<file path="src/rtl/core/pmgas_pkg.sv">
package pmgas_pkg;

    localparam int MAX_GRID     = 256;
    localparam int MAX_PATCH    = 32;
    localparam int MAX_MERGE    = 8;
    localparam int MAX_CHANNELS = 16;
    localparam int FRAME_LIMIT  = 16;
    localparam int IMAGE_LIMIT  = 4096;

    localparam int RECIP_SHIFT = 10;

    typedef enum logic [2:0] {
        REG_CHANNELS,
        REG_FRAMES,
        REG_IMAGE_HEIGHT,
        REG_IMAGE_WIDTH,
        REG_PATCH_SIZE,
        REG_MERGE_SIZE,
        REG_GRID_ROWS,
        REG_GRID_COLS
    } reg_index_t;

    typedef struct packed {
        logic [4:0]  channels;
        logic [4:0]  frames;
        logic [12:0] height;
        logic [12:0] width;
        logic [5:0]  patch;
        logic [3:0]  merge;
        logic [8:0]  rows;
        logic [8:0]  cols;
    } cfg_t;

    typedef struct packed {
        logic [7:0] gy;
        logic [7:0] gx;
        logic [3:0] c;
        logic [3:0] t;
        logic [4:0] py;
        logic [4:0] px;
        logic       last;
    } pos_t;

    typedef struct packed {
        logic [12:0] y;
        logic [12:0] x;
        logic [7:0]  ct;
        logic [8:0]  cn;
        logic [10:0] pp;
        logic [8:0]  qy;
        logic [8:0]  qx;
        logic [8:0]  qc;
        logic [7:0]  gy;
        logic [7:0]  gx;
        logic [4:0]  py;
        logic [4:0]  px;
        logic        last;
    } s1_t;

    typedef struct packed {
        logic        oob;
        logic [20:0] src_a;
        logic [12:0] feat_a;
        logic [18:0] fc;
        logic [7:0]  br;
        logic [2:0]  mr;
        logic [7:0]  bc;
        logic [2:0]  mc;
        logic [8:0]  bw;
        logic [12:0] x;
        logic [4:0]  px;
        logic        last;
    } s2_t;

    typedef struct packed {
        logic [31:0] src;
        logic [17:0] feat;
        logic [16:0] token_a;
        logic [5:0]  mrmc;
        logic [6:0]  mm;
        logic [18:0] fc;
        logic        oob;
        logic        last;
    } s3_t;

    typedef struct packed {
        logic [22:0] token;
        logic [18:0] fc;
        logic [17:0] feat;
        logic [31:0] src;
        logic        oob;
        logic        last;
    } s4_t;

    typedef struct packed {
        logic [31:0] src;
        logic [33:0] dst;
        logic        oob;
        logic        last;
    } s5_t;

    typedef struct packed {
        logic [8:0] q;
        logic [2:0] r;
    } divq_t;

    function automatic logic [12:0] clamp13(logic [12:0] v, logic [12:0] hi);
        logic [12:0] res;
        if (v == 13'd0) begin
            res = 13'd1;
        end else if (v > hi) begin
            res = hi;
        end else begin
            res = v;
        end
        return res;
    endfunction

    function automatic logic [10:0] recip(logic [3:0] m);
        logic [10:0] res;
        unique case (m)
            4'd2:    res = 11'd512;
            4'd3:    res = 11'd341;
            4'd4:    res = 11'd256;
            4'd5:    res = 11'd204;
            4'd6:    res = 11'd170;
            4'd7:    res = 11'd146;
            4'd8:    res = 11'd128;
            default: res = 11'd1024;
        endcase
        return res;
    endfunction

    // The estimate is the true quotient or one less.
    function automatic logic [8:0] div_est(logic [8:0] n, logic [3:0] m);
        logic [19:0] prod;
        prod = 20'(n) * 20'(recip(m));
        return prod[RECIP_SHIFT+8:RECIP_SHIFT];
    endfunction

    function automatic divq_t div_fix(logic [8:0] n, logic [8:0] q, logic [3:0] m);
        logic [12:0] prod;
        logic [9:0]  r;
        divq_t       res;
        prod = 13'(q) * 13'(m);
        r    = 10'(n) - prod[9:0];
        if (r >= 10'(m)) begin
            res.q = q + 9'd1;
            r     = r - 10'(m);
        end else begin
            res.q = q;
        end
        res.r = r[2:0];
        return res;
    endfunction

endpackage

</file>
<file path="src/rtl/core/pmgas_front.sv">
module pmgas_front
    import pmgas_pkg::*;
(
    input  logic clk,
    input  logic rst_n,
    input  cfg_t cfg,
    input  logic in_valid,
    output logic in_stall,
    input  logic restart,
    input  logic q_full,
    output logic push,
    output pos_t push_data
);

    logic [7:0] gy_reg, gy_next;
    logic [7:0] gx_reg, gx_next;
    logic [3:0] c_reg, c_next;
    logic [3:0] t_reg, t_next;
    logic [4:0] py_reg, py_next;
    logic [4:0] px_reg, px_next;

    logic [7:0] gy, gx;
    logic [3:0] c, t;
    logic [4:0] py, px;
    logic       px_w, py_w, t_w, c_w, gx_w, gy_w;
    logic       cy0, cy1, cy2, cy3, cy4;

    assign in_stall = q_full;
    assign push     = in_valid && !q_full;

    always_comb
    begin
        gy = restart ? 8'd0 : gy_reg;
        gx = restart ? 8'd0 : gx_reg;
        c  = restart ? 4'd0 : c_reg;
        t  = restart ? 4'd0 : t_reg;
        py = restart ? 5'd0 : py_reg;
        px = restart ? 5'd0 : px_reg;

        px_w = (6'(px) + 6'd1) >= cfg.patch;
        py_w = (6'(py) + 6'd1) >= cfg.patch;
        t_w  = (5'(t) + 5'd1) >= cfg.frames;
        c_w  = (5'(c) + 5'd1) >= cfg.channels;
        gx_w = (9'(gx) + 9'd1) >= cfg.cols;
        gy_w = (9'(gy) + 9'd1) >= cfg.rows;

        cy0 = px_w;
        cy1 = cy0 && py_w;
        cy2 = cy1 && t_w;
        cy3 = cy2 && c_w;
        cy4 = cy3 && gx_w;

        px_next = px_w ? 5'd0 : px + 5'd1;
        py_next = !cy0 ? py : (py_w ? 5'd0 : py + 5'd1);
        t_next  = !cy1 ? t : (t_w ? 4'd0 : t + 4'd1);
        c_next  = !cy2 ? c : (c_w ? 4'd0 : c + 4'd1);
        gx_next = !cy3 ? gx : (gx_w ? 8'd0 : gx + 8'd1);
        gy_next = !cy4 ? gy : (gy_w ? 8'd0 : gy + 8'd1);

        push_data.gy   = gy;
        push_data.gx   = gx;
        push_data.c    = c;
        push_data.t    = t;
        push_data.py   = py;
        push_data.px   = px;
        push_data.last = cy4 && gy_w;
    end

    always_ff @(posedge clk or negedge rst_n)
    begin
        if (!rst_n)
        begin
            gy_reg <= '0;
            gx_reg <= '0;
            c_reg  <= '0;
            t_reg  <= '0;
            py_reg <= '0;
            px_reg <= '0;
        end
        else if (push)
        begin
            gy_reg <= gy_next;
            gx_reg <= gx_next;
            c_reg  <= c_next;
            t_reg  <= t_next;
            py_reg <= py_next;
            px_reg <= px_next;
        end
    end

endmodule

</file>
<file path="src/rtl/core/pmgas_queue.sv">
module pmgas_queue
    import pmgas_pkg::*;
#(
    parameter int DEPTH = 4
)
(
    input  logic clk,
    input  logic rst_n,
    input  logic push,
    input  pos_t push_data,
    output logic full,
    input  logic pop,
    output logic empty,
    output pos_t head
);

    localparam int PTR_W = (DEPTH > 1) ? $clog2(DEPTH) : 1;
    localparam int CNT_W = $clog2(DEPTH + 1);

    pos_t             mem [DEPTH];
    logic [PTR_W-1:0] wr_ptr_reg, wr_ptr_next;
    logic [PTR_W-1:0] rd_ptr_reg, rd_ptr_next;
    logic [CNT_W-1:0] count_reg, count_next;

    assign full  = count_reg == CNT_W'(DEPTH);
    assign empty = count_reg == '0;
    assign head  = mem[rd_ptr_reg];

    always_comb
    begin
        wr_ptr_next = wr_ptr_reg;
        rd_ptr_next = rd_ptr_reg;
        count_next  = count_reg;
        if (push)
        begin
            wr_ptr_next = (wr_ptr_reg == PTR_W'(DEPTH - 1)) ? '0 : wr_ptr_reg + PTR_W'(1);
        end
        if (pop)
        begin
            rd_ptr_next = (rd_ptr_reg == PTR_W'(DEPTH - 1)) ? '0 : rd_ptr_reg + PTR_W'(1);
        end
        if (push && !pop)
        begin
            count_next = count_reg + CNT_W'(1);
        end
        else if (pop && !push)
        begin
            count_next = count_reg - CNT_W'(1);
        end
    end

    always_ff @(posedge clk or negedge rst_n)
    begin
        if (!rst_n)
        begin
            wr_ptr_reg <= '0;
            rd_ptr_reg <= '0;
            count_reg  <= '0;
        end
        else
        begin
            wr_ptr_reg <= wr_ptr_next;
            rd_ptr_reg <= rd_ptr_next;
            count_reg  <= count_next;
        end
    end

    always_ff @(posedge clk)
    begin
        if (push)
        begin
            mem[wr_ptr_reg] <= push_data;
        end
    end

endmodule

</file>
<file path="src/rtl/core/pmgas_back.sv">
module pmgas_back
    import pmgas_pkg::*;
(
    input  logic        clk,
    input  logic        rst_n,
    input  cfg_t        cfg,
    input  logic        q_empty,
    input  pos_t        head,
    output logic        pop,
    output logic        out_valid,
    input  logic        out_stall,
    output logic [31:0] source_index,
    output logic [33:0] dest_index,
    output logic        last,
    output logic        out_of_bounds
);

    logic [4:0] valid_reg;
    logic       adv;

    s1_t s1_reg, s1_next;
    s2_t s2_reg, s2_next;
    s3_t s3_reg, s3_next;
    s4_t s4_reg, s4_next;
    s5_t s5_reg, s5_next;

    assign adv = !(valid_reg[4] && out_stall);
    assign pop = adv && !q_empty;

    always_comb
    begin
        s1_next.y    = 13'(head.gy) * 13'(cfg.patch) + 13'(head.py);
        s1_next.x    = 13'(head.gx) * 13'(cfg.patch) + 13'(head.px);
        s1_next.ct   = 8'(head.c) * 8'(cfg.frames) + 8'(head.t);
        s1_next.cn   = 9'(cfg.channels) * 9'(cfg.frames);
        s1_next.pp   = 11'(cfg.patch) * 11'(cfg.patch);
        s1_next.qy   = div_est(9'(head.gy), cfg.merge);
        s1_next.qx   = div_est(9'(head.gx), cfg.merge);
        s1_next.qc   = div_est(cfg.cols, cfg.merge);
        s1_next.gy   = head.gy;
        s1_next.gx   = head.gx;
        s1_next.py   = head.py;
        s1_next.px   = head.px;
        s1_next.last = head.last;
    end

    always_comb
    begin
        divq_t dy;
        divq_t dx;
        divq_t dc;
        dy = div_fix(9'(s1_reg.gy), s1_reg.qy, cfg.merge);
        dx = div_fix(9'(s1_reg.gx), s1_reg.qx, cfg.merge);
        dc = div_fix(cfg.cols, s1_reg.qc, cfg.merge);

        s2_next.oob    = (s1_reg.y >= cfg.height) || (s1_reg.x >= cfg.width);
        s2_next.src_a  = 21'(s1_reg.ct) * 21'(cfg.height) + 21'(s1_reg.y);
        s2_next.feat_a = 13'(s1_reg.ct) * 13'(cfg.patch) + 13'(s1_reg.py);
        s2_next.fc     = 19'(s1_reg.cn) * 19'(s1_reg.pp);
        s2_next.br     = dy.q[7:0];
        s2_next.mr     = dy.r;
        s2_next.bc     = dx.q[7:0];
        s2_next.mc     = dx.r;
        s2_next.bw     = dc.q;
        s2_next.x      = s1_reg.x;
        s2_next.px     = s1_reg.px;
        s2_next.last   = s1_reg.last;
    end

    always_comb
    begin
        logic [33:0] src_prod;
        src_prod = 34'(s2_reg.src_a) * 34'(cfg.width);

        s3_next.src     = s2_reg.oob ? 32'd0 : src_prod[31:0] + 32'(s2_reg.x);
        s3_next.feat    = 18'(s2_reg.feat_a) * 18'(cfg.patch) + 18'(s2_reg.px);
        s3_next.token_a = 17'(s2_reg.br) * 17'(s2_reg.bw) + 17'(s2_reg.bc);
        s3_next.mrmc    = 6'(s2_reg.mr) * 6'(cfg.merge) + 6'(s2_reg.mc);
        s3_next.mm      = 7'(cfg.merge) * 7'(cfg.merge);
        s3_next.fc      = s2_reg.fc;
        s3_next.oob     = s2_reg.oob;
        s3_next.last    = s2_reg.last;
    end

    always_comb
    begin
        s4_next.token = 23'(s3_reg.token_a) * 23'(s3_reg.mm) + 23'(s3_reg.mrmc);
        s4_next.fc    = s3_reg.fc;
        s4_next.feat  = s3_reg.feat;
        s4_next.src   = s3_reg.src;
        s4_next.oob   = s3_reg.oob;
        s4_next.last  = s3_reg.last;
    end

    always_comb
    begin
        logic [41:0] dsum;
        dsum = 42'(s4_reg.token) * 42'(s4_reg.fc) + 42'(s4_reg.feat);

        s5_next.src  = s4_reg.src;
        s5_next.dst  = dsum[33:0];
        s5_next.oob  = s4_reg.oob;
        s5_next.last = s4_reg.last;
    end

    always_ff @(posedge clk or negedge rst_n)
    begin
        if (!rst_n)
        begin
            valid_reg <= '0;
        end
        else if (adv)
        begin
            valid_reg <= {valid_reg[3:0], !q_empty};
        end
    end

    always_ff @(posedge clk)
    begin
        if (adv)
        begin
            s1_reg <= s1_next;
            s2_reg <= s2_next;
            s3_reg <= s3_next;
            s4_reg <= s4_next;
            s5_reg <= s5_next;
        end
    end

    assign out_valid     = valid_reg[4];
    assign source_index  = s5_reg.src;
    assign dest_index    = s5_reg.dst;
    assign last          = s5_reg.last;
    assign out_of_bounds = s5_reg.oob;

endmodule

</file>
<file path="src/rtl/core/patch_merge_gather_address_sequencer_unit.sv">
// Patchify gather address sequencer with spatial merge. Every accepted item steps six nested
// counters (grid row, grid column, channel, frame, patch row, patch column) and yields one
// result with the source element index, the token-major destination index, a last flag on
// the final element and an out-of-bounds flag for pixels outside the image; a restart item
// starts again from the first element. The block sustains one item per cycle while the
// output is not stalled. The counter front end feeds a small queue, and a five-stage
// multiply pipeline behind it produces the addresses. The queue lets the input keep flowing
// for up to QUEUE_DEPTH items while the output is stalled. Configuration registers take
// effect at once and should be written only while no item is in flight.
module patch_merge_gather_address_sequencer_unit
    import pmgas_pkg::*;
#(
    parameter int QUEUE_DEPTH = 4
)
(
    input  logic        clk,
    input  logic        rst_n,
    input  logic        cfg_valid,
    output logic        cfg_ready,
    input  logic [2:0]  cfg_index,
    input  logic [12:0] cfg_data,
    input  logic        in_valid,
    output logic        in_stall,
    input  logic        restart,
    output logic        out_valid,
    input  logic        out_stall,
    output logic [31:0] source_index,
    output logic [33:0] dest_index,
    output logic        last,
    output logic        out_of_bounds
);

    logic [4:0]  channels_reg;
    logic [4:0]  frames_reg;
    logic [12:0] height_reg;
    logic [12:0] width_reg;
    logic [5:0]  patch_reg;
    logic [3:0]  merge_reg;
    logic [8:0]  rows_reg;
    logic [8:0]  cols_reg;

    cfg_t cfg;
    logic q_full;
    logic q_empty;
    logic push;
    logic pop;
    pos_t push_data;
    pos_t head;

    assign cfg_ready = 1'b1;

    always_ff @(posedge clk or negedge rst_n)
    begin
        if (!rst_n)
        begin
            channels_reg <= 5'd1;
            frames_reg   <= 5'd1;
            height_reg   <= 13'd1;
            width_reg    <= 13'd1;
            patch_reg    <= 6'd1;
            merge_reg    <= 4'd1;
            rows_reg     <= 9'd1;
            cols_reg     <= 9'd1;
        end
        else if (cfg_valid && cfg_ready)
        begin
            unique case (cfg_index)
                REG_CHANNELS:     channels_reg <= cfg_data[4:0];
                REG_FRAMES:       frames_reg   <= cfg_data[4:0];
                REG_IMAGE_HEIGHT: height_reg   <= cfg_data;
                REG_IMAGE_WIDTH:  width_reg    <= cfg_data;
                REG_PATCH_SIZE:   patch_reg    <= cfg_data[5:0];
                REG_MERGE_SIZE:   merge_reg    <= cfg_data[3:0];
                REG_GRID_ROWS:    rows_reg     <= cfg_data[8:0];
                REG_GRID_COLS:    cols_reg     <= cfg_data[8:0];
                default:          ;
            endcase
        end
    end

    // Zero reads as one and anything above the supported bound reads as that bound.
    always_comb
    begin
        cfg.channels = 5'(clamp13(13'(channels_reg), 13'(MAX_CHANNELS)));
        cfg.frames   = 5'(clamp13(13'(frames_reg), 13'(FRAME_LIMIT)));
        cfg.height   = clamp13(height_reg, 13'(IMAGE_LIMIT));
        cfg.width    = clamp13(width_reg, 13'(IMAGE_LIMIT));
        cfg.patch    = 6'(clamp13(13'(patch_reg), 13'(MAX_PATCH)));
        cfg.merge    = 4'(clamp13(13'(merge_reg), 13'(MAX_MERGE)));
        cfg.rows     = 9'(clamp13(13'(rows_reg), 13'(MAX_GRID)));
        cfg.cols     = 9'(clamp13(13'(cols_reg), 13'(MAX_GRID)));
    end

    pmgas_front u_front (
        .clk       (clk),
        .rst_n     (rst_n),
        .cfg       (cfg),
        .in_valid  (in_valid),
        .in_stall  (in_stall),
        .restart   (restart),
        .q_full    (q_full),
        .push      (push),
        .push_data (push_data)
    );

    pmgas_queue #(
        .DEPTH (QUEUE_DEPTH)
    ) u_queue (
        .clk       (clk),
        .rst_n     (rst_n),
        .push      (push),
        .push_data (push_data),
        .full      (q_full),
        .pop       (pop),
        .empty     (q_empty),
        .head      (head)
    );

    pmgas_back u_back (
        .clk           (clk),
        .rst_n         (rst_n),
        .cfg           (cfg),
        .q_empty       (q_empty),
        .head          (head),
        .pop           (pop),
        .out_valid     (out_valid),
        .out_stall     (out_stall),
        .source_index  (source_index),
        .dest_index    (dest_index),
        .last          (last),
        .out_of_bounds (out_of_bounds)
    );

endmodule
</file>
<file path="config.mk">
export PLATFORM = sky130hd
export DESIGN_NAME = patch_merge_gather_address_sequencer_unit
export DESIGN_NICKNAME = d
export VERILOG_FILES = /design/src/rtl/core/pmgas_pkg.sv /design/src/rtl/core/pmgas_front.sv /design/src/rtl/core/pmgas_queue.sv /design/src/rtl/core/pmgas_back.sv /design/src/rtl/core/patch_merge_gather_address_sequencer_unit.sv
export SDC_FILE = /design/constraint.sdc
export NUM_CORES = 2
export LEC_CHECK = 0
export CAP_MARGIN = 15
export CELL_PAD_IN_SITES_DETAIL_PLACEMENT = 0
export CELL_PAD_IN_SITES_GLOBAL_PLACEMENT = 1
export CORE_MARGIN = 10
export CORE_UTILIZATION = 58
export CTS_CLUSTER_DIAMETER = 150
export DETAILED_ROUTE_END_ITERATION = 16
export DONT_BUFFER_PORTS = 1
export MAX_ROUTING_LAYER = met4
export PLACE_DENSITY = 0.88
export SYNTH_ARGS = -nofsm -noshare
export SYNTH_HDL_FRONTEND = slang
export SYNTH_SLANG_ARGS = --single-unit
</file>
<file path="constraint.sdc">
create_clock -name clk -period 19.8 [get_ports clk]
set_clock_uncertainty 0.05 [all_clocks]
set_input_delay 3.96 -clock clk [delete_from_list [all_inputs] [get_ports clk]]
set_output_delay 3.96 -clock clk [all_outputs]
set_load 0.01 [all_outputs]
</file>
## Yosys cells after proc, flatten, opt, wreduce, memory -nomap -nowiden

Memory sizes are Yosys's and may differ from the RTL's.
Index checks and enable logic that the tools add are counted.

- Register bits: 585
- Memories: 1
- Output and inout bits: 71
- RAM bits: 140
- Word-level logic and storage cells: 234
- Input port bits: 22

- Reductions and logical operators: 35
- Muxes and demuxes: 45
- Magnitude comparators: 19
- $add $sub $neg: 35
- Multipliers: 21
- Eq/ne operators: 17

Memory list:

| memory | depth | width | rd ports | clocked after Yosys merged registers in | wr ports | RTL line | text |
|---|---|---|---|---|---|---|---|
| u_queue.mem | 4 | 35 | 1 | 0 | 1 | pmgas_queue.sv:20 | `pos_t mem [DEPTH];` |

Operators with widths:

| cell | number |
|---|---|
| 11-bit one-hot mux with 7 select lines | 1 |
| 8-bit 2-to-1 mux | 8 |
| 13-bit 2-to-1 mux | 4 |
| 5-bit 2-to-1 mux | 9 |
| 9-bit 2-to-1 mux | 5 |
| 13-bit by 5-bit adder with 13-bit output | 3 |
| 8-bit by 6-bit multiplier with 13-bit output | 3 |
| 8-bit by 11-bit multiplier with 19-bit output | 2 |
| 9-bit by 11-bit multiplier with 19-bit output | 2 |
| 34-bit by 18-bit adder with 34-bit output | 1 |
| 23-bit by 19-bit multiplier with 34-bit output | 1 |
| 32-bit by 13-bit adder with 32-bit output | 1 |
| 8-bit by 1-bit adder with 8-bit output, second input constant | 4 |
| 21-bit by 13-bit multiplier with 32-bit output | 1 |
| 4-bit 2-to-1 mux | 8 |
| 10-bit by 4-bit >= comparator with 1-bit output | 3 |
| 9-bit by 4-bit multiplier with 10-bit output | 3 |
| 13-bit >= comparator | 2 |
| 13-bit > comparator, second input constant | 2 |
| 13-bit zero test | 2 |
| 23-bit by 6-bit adder with 23-bit output | 1 |
| 17-bit by 7-bit multiplier with 23-bit output | 1 |
| 21-bit by 13-bit adder with 21-bit output | 1 |
| 8-bit by 13-bit multiplier with 21-bit output | 1 |
| 51 further kinds | 103 |

## Longest topological paths before layout

- Depth after elaboration: 9
- Depth in mapped cells: 28
- Mapped depth without buffers: 26

## Cells and area by module

Synthesis repeated with hierarchy kept, for this count alone.

- Cell total of the unflattened synthesis: 8063
- Area, all modules: 83043.4 um2

By module, submodules not included:

| module | cells each | area each (um2) | instances |
|---|---|---|---|
| pmgas_back | 7171 | 71108.2 | 1 |
| pmgas_queue | 220 | 5521.5 | 1 |
| pmgas_front | 440 | 3438.3 | 1 |
| patch_merge_gather_address_sequencer_unit | 232 | 2975.4 | 1 |

## Least setup slack after synthesis

Ideal clock, no wire load.

- Kind: in2reg
- Start point: input out_stall
- End point: register u_queue.count_reg[1]
- Library setup time: 0.125 ns
- Data required time: 19.625 ns
- Data arrival time: 16.017 ns
- Cell stages on the path: 7
- Setup slack: 3.608 ns
- Cell sequence: nand2_1 o31a_1 inv_1 ha_1 inv_1 fa_1 mux2_2

- Word-level cells in the longest chain between the ends: 6

RTL lines:

| element | RTL line | text |
|---|---|---|
| start: declaration | patch_merge_gather_address_sequencer_unit.sv:26 | `input logic out_stall,` |
| 1-bit logical AND | pmgas_back.sv:27 | `assign adv = !(valid_reg[4] && out_stall);` |
| 1-bit zero test | pmgas_back.sv:27 |  |
| 1-bit logical AND | pmgas_back.sv:28 | `assign pop = adv && !q_empty;` |
| 1-bit zero test | pmgas_queue.sv:42 | `if (push && !pop)` |
| 1-bit logical AND | pmgas_queue.sv:42 |  |
| 3-bit 2-to-1 mux | pmgas_queue.sv:42 |  |
| via u_queue.count_next[1] | pmgas_queue.sv:23 | `logic [CNT_W-1:0] count_reg, count_next;` |
| end signal: assignment | pmgas_queue.sv:64 | `count_reg <= count_next;` |
| end: declaration | pmgas_queue.sv:23 |  |

The timed path passes the listed nets, and every way through them passes these cells.
A chain may end at the register's enable or synchronous reset.

==> metrics.txt <==
CP startpoint kind register; nets@finish 9882; Synth Flop Type edfxtp_1; largest net degree at the start of global routing around 110; # placed instances 9626; Detail Route Antenna Nets 0; I/O Pins 93; CTS clock-pin slew for the worst setup and hold paths approximately 0.060 ns; Max Fclk 123.9 MHz; largest family of logic cells by synthesized area adder cells; root cell of the clock tree clkbuf_16; Hold Crit Class register to register; Die Y 395.5 um; Slew @ Worst Pin 1.019 ns; GR Util All Layers a little under a quarter; post-CTS sizing 0; post-synthesis compound-gate area fraction 4.780%; slowest CP cell edfxtp_1; xor/xnor share of the synthesized area 3.700%; CP Data Required Time 20.15 ns; WP data arrival 8.42 ns; drt pass-1 iters 8; Critical Path Most Common Cell fa_1; area delta synth->final 5.890%; Post-synth EDFFs 613; Final TNS setup 0 ns; leading area contributor after synthesis fa_1; relative slew slack between 30 and 40%; YS warnings 0; post-synthesis mux area share 2.027%; fin crit period 8.073 ns; Mapped Area 0.08180 mm2; Layout Cells excl Fill 9784; worst-path maximum fanout 19; cell count after synthesis 7971; Tcrit/Tclk final 40.77%; site row count 137; IO buf count 0; cts bufs inserted 83; #FFs+latches synth 723; drt wl/cell between 15 and 20 um; share of cells above drive strength 1 4.389%; max reg flops 140; # setup viols final 0; cells along the critical path nand2_1, fa_1, inv_1, fa_1, inv_1, fa_1, inv_1, fa_1, inv_1, fa_1, inv_1, fa_1, fa_1, ha_1, and3_1, and2_1, a221oi_1, o41ai_2, o41ai_1, a21boi_0, o41ai_2, o21ai_0, a21oi_1, xnor2_1; full die area 0.1565 mm2; postcts setup bufs 0; max-slew violation count 0; vias per cell between 5 and 6; Placer Congestion 0.9020; WL final 175200 um; Clock Latency Late Sink 0.72 ns; grt total ovfl 0; global-route wire length before repair 294500 um; vias in the first global route around 56000; CTS hold repair buffers 0; Placeable Area 0.1399 mm2; post-DP HPWL 136400 um; post-synth top area share 29.17%; syn_area_per_cell 10.26 um2; CTS tree done; Adder-Cell Fraction of Synth Area 41.91%; DIE WIDTH 395.5 um; initial antenna violation count 5; critical path type register to register; CTS Sinks 723; Simple-Gate Fraction of Synth Area 13.24%; 1st-iter DRT viols 3380; H-tree depth 3; initial core utilization approximately three fifths; sequential area share after synthesis ~26%; RSZ-0062 raised after global routing no; max-cap viol count 0; Final Hold Fails 0; fraction of registers with async set/reset 15.21%; largest buffer count on any clock path 3; DR DRC count 0; Via Count ~53000; top post-synthesis cells by area fa_1, edfxtp_1, ha_1; Yosys cell types 85; Max stage delay on crit path approximately 0.95 ns; Hold WS 0.3651 ns; status completed; Worst setup EP type register
worst max-delay path, delay by kind of cell (launching register included):
kind / cells / cell delay (ns)
adders and majority gates: 8 / 3.92
AOI/OAI and AO/OA: 7 / 1.92
DFF: 1 / 0.95
and+or+nand+nor: 3 / 0.56
buffers and inverters: 5 / 0.29
xor gates and xnor gates: 1 / 0.08
area by class of cell:
cell class | instances | area [um2]
fillers | 11470 | 53260
clock inverters | 59 | 785.8
repair buffers | 59 | 450.4
flip-flops and latches | 723 | 21170
well taps | 1876 | 2347
clock buffers | 97 | 2242
diodes | 2 | 5.005
multi-input cells | 5421 | 53810
inverters | 1547 | 5807
cells in the final DEF, fill, tap and decap left out, types with 9 or more instances in the layout:
| cell type | count |
|---|---|
| inv_1 | 1539 |
| fa_1 | 1192 |
| nand2_1 | 1139 |
| ha_1 | 833 |
| edfxtp_1 | 613 |
| and2_1 | 531 |
| nor2_1 | 311 |
| xnor2_1 | 251 |
| a21oi_1 | 172 |
| o21ai_0 | 110 |
| nor2b_1 | 105 |
| dfrtp_1 | 100 |
| xor2_1 | 92 |
| clkbuf_16 | 85 |
| a21o_1 | 83 |
| mux2_2 | 83 |
| buf_4 | 57 |
| nor3_1 | 51 |
| nand3_1 | 43 |
| nand2b_1 | 40 |
| o21bai_1 | 37 |
| o21a_1 | 34 |
| and3_1 | 26 |
| mux4_2 | 25 |
| a22o_1 | 20 |
| clkinv_1 | 19 |
| a211oi_1 | 18 |
| mux2i_1 | 16 |
| nor4_1 | 14 |
| a31oi_1 | 13 |
| o211ai_1 | 13 |
| nand4_1 | 12 |
| conb_1 | 12 |
| bufinv_16 | 12 |
| o21ai_1 | 11 |
| clkinv_2 | 11 |
| o31ai_1 | 10 |
| or3_1 | 9 |
worst paths after layout:
check,startpoint,to,slack [ns],depth (start not counted)
max,u_back.s4_reg[84],u_back.dest_index[33],11.73,24
min,u_back.s3_reg[95],u_back.s4_reg[28],0.37,0
max reg2reg,u_back.s4_reg[84],u_back.dest_index[33],11.73,24
min in group asynchronous,rst_n,cols_reg[6],2.88,0
min reg2reg,u_back.s3_reg[95],u_back.s4_reg[28],0.37,0
max in group asynchronous,rst_n,width_reg[0],16.53,0
cells by family after synthesis:
family                     after synthesis
AOI/OAI and AO/OA                      595
xor gates and xnor gates               344
adders and majority gates             2025
DFF                                    723
muxes                                  124
and+or+nand+nor                       2321
other                                    2
buffers and inverters                 1837
Yosys cell counts, types with 83 or more instances:
cell / count
inv_1: 1539
a21oi_1: 172
xnor2_1: 251
dfrtp_1: 102
nor2_1: 313
and2_1: 531
fa_1: 1192
a21o_1: 83
clkbuf_1: 265
edfxtp_1: 613
ha_1: 833
nand2_1: 1140
nor2b_1: 111
o21ai_0: 110
mux2_2: 83
xor2_1: 92
per-stage QoR:
step	setup WS, ns	cell area (um2)	util (%)
3_3_place_gp	11.82	83560	59.74
2_1_floorplan	3.608	81840	-
5_1_grt	11.39	86610	61.92
3_5_place_dp	11.70	83590	59.76
4_1_cts	11.83	86610	61.92
6_report	11.73	86620	61.93
routing by layer:
layer / vias to the layer above / global-route usage, % / part of all wire, %
met3: 268 / 3.154 / 5.4
met4: 0 / 5.427 / 2.2
met1: 26840 / 32.06 / 45
met5: - / - / 0
met2: 1316 / 38.34 / 47
li1: 24590 / - / -
Power is left out: the tool's default activity adds up to more than one toggle a clock period on the data nets, which glitch-free logic cannot reach.
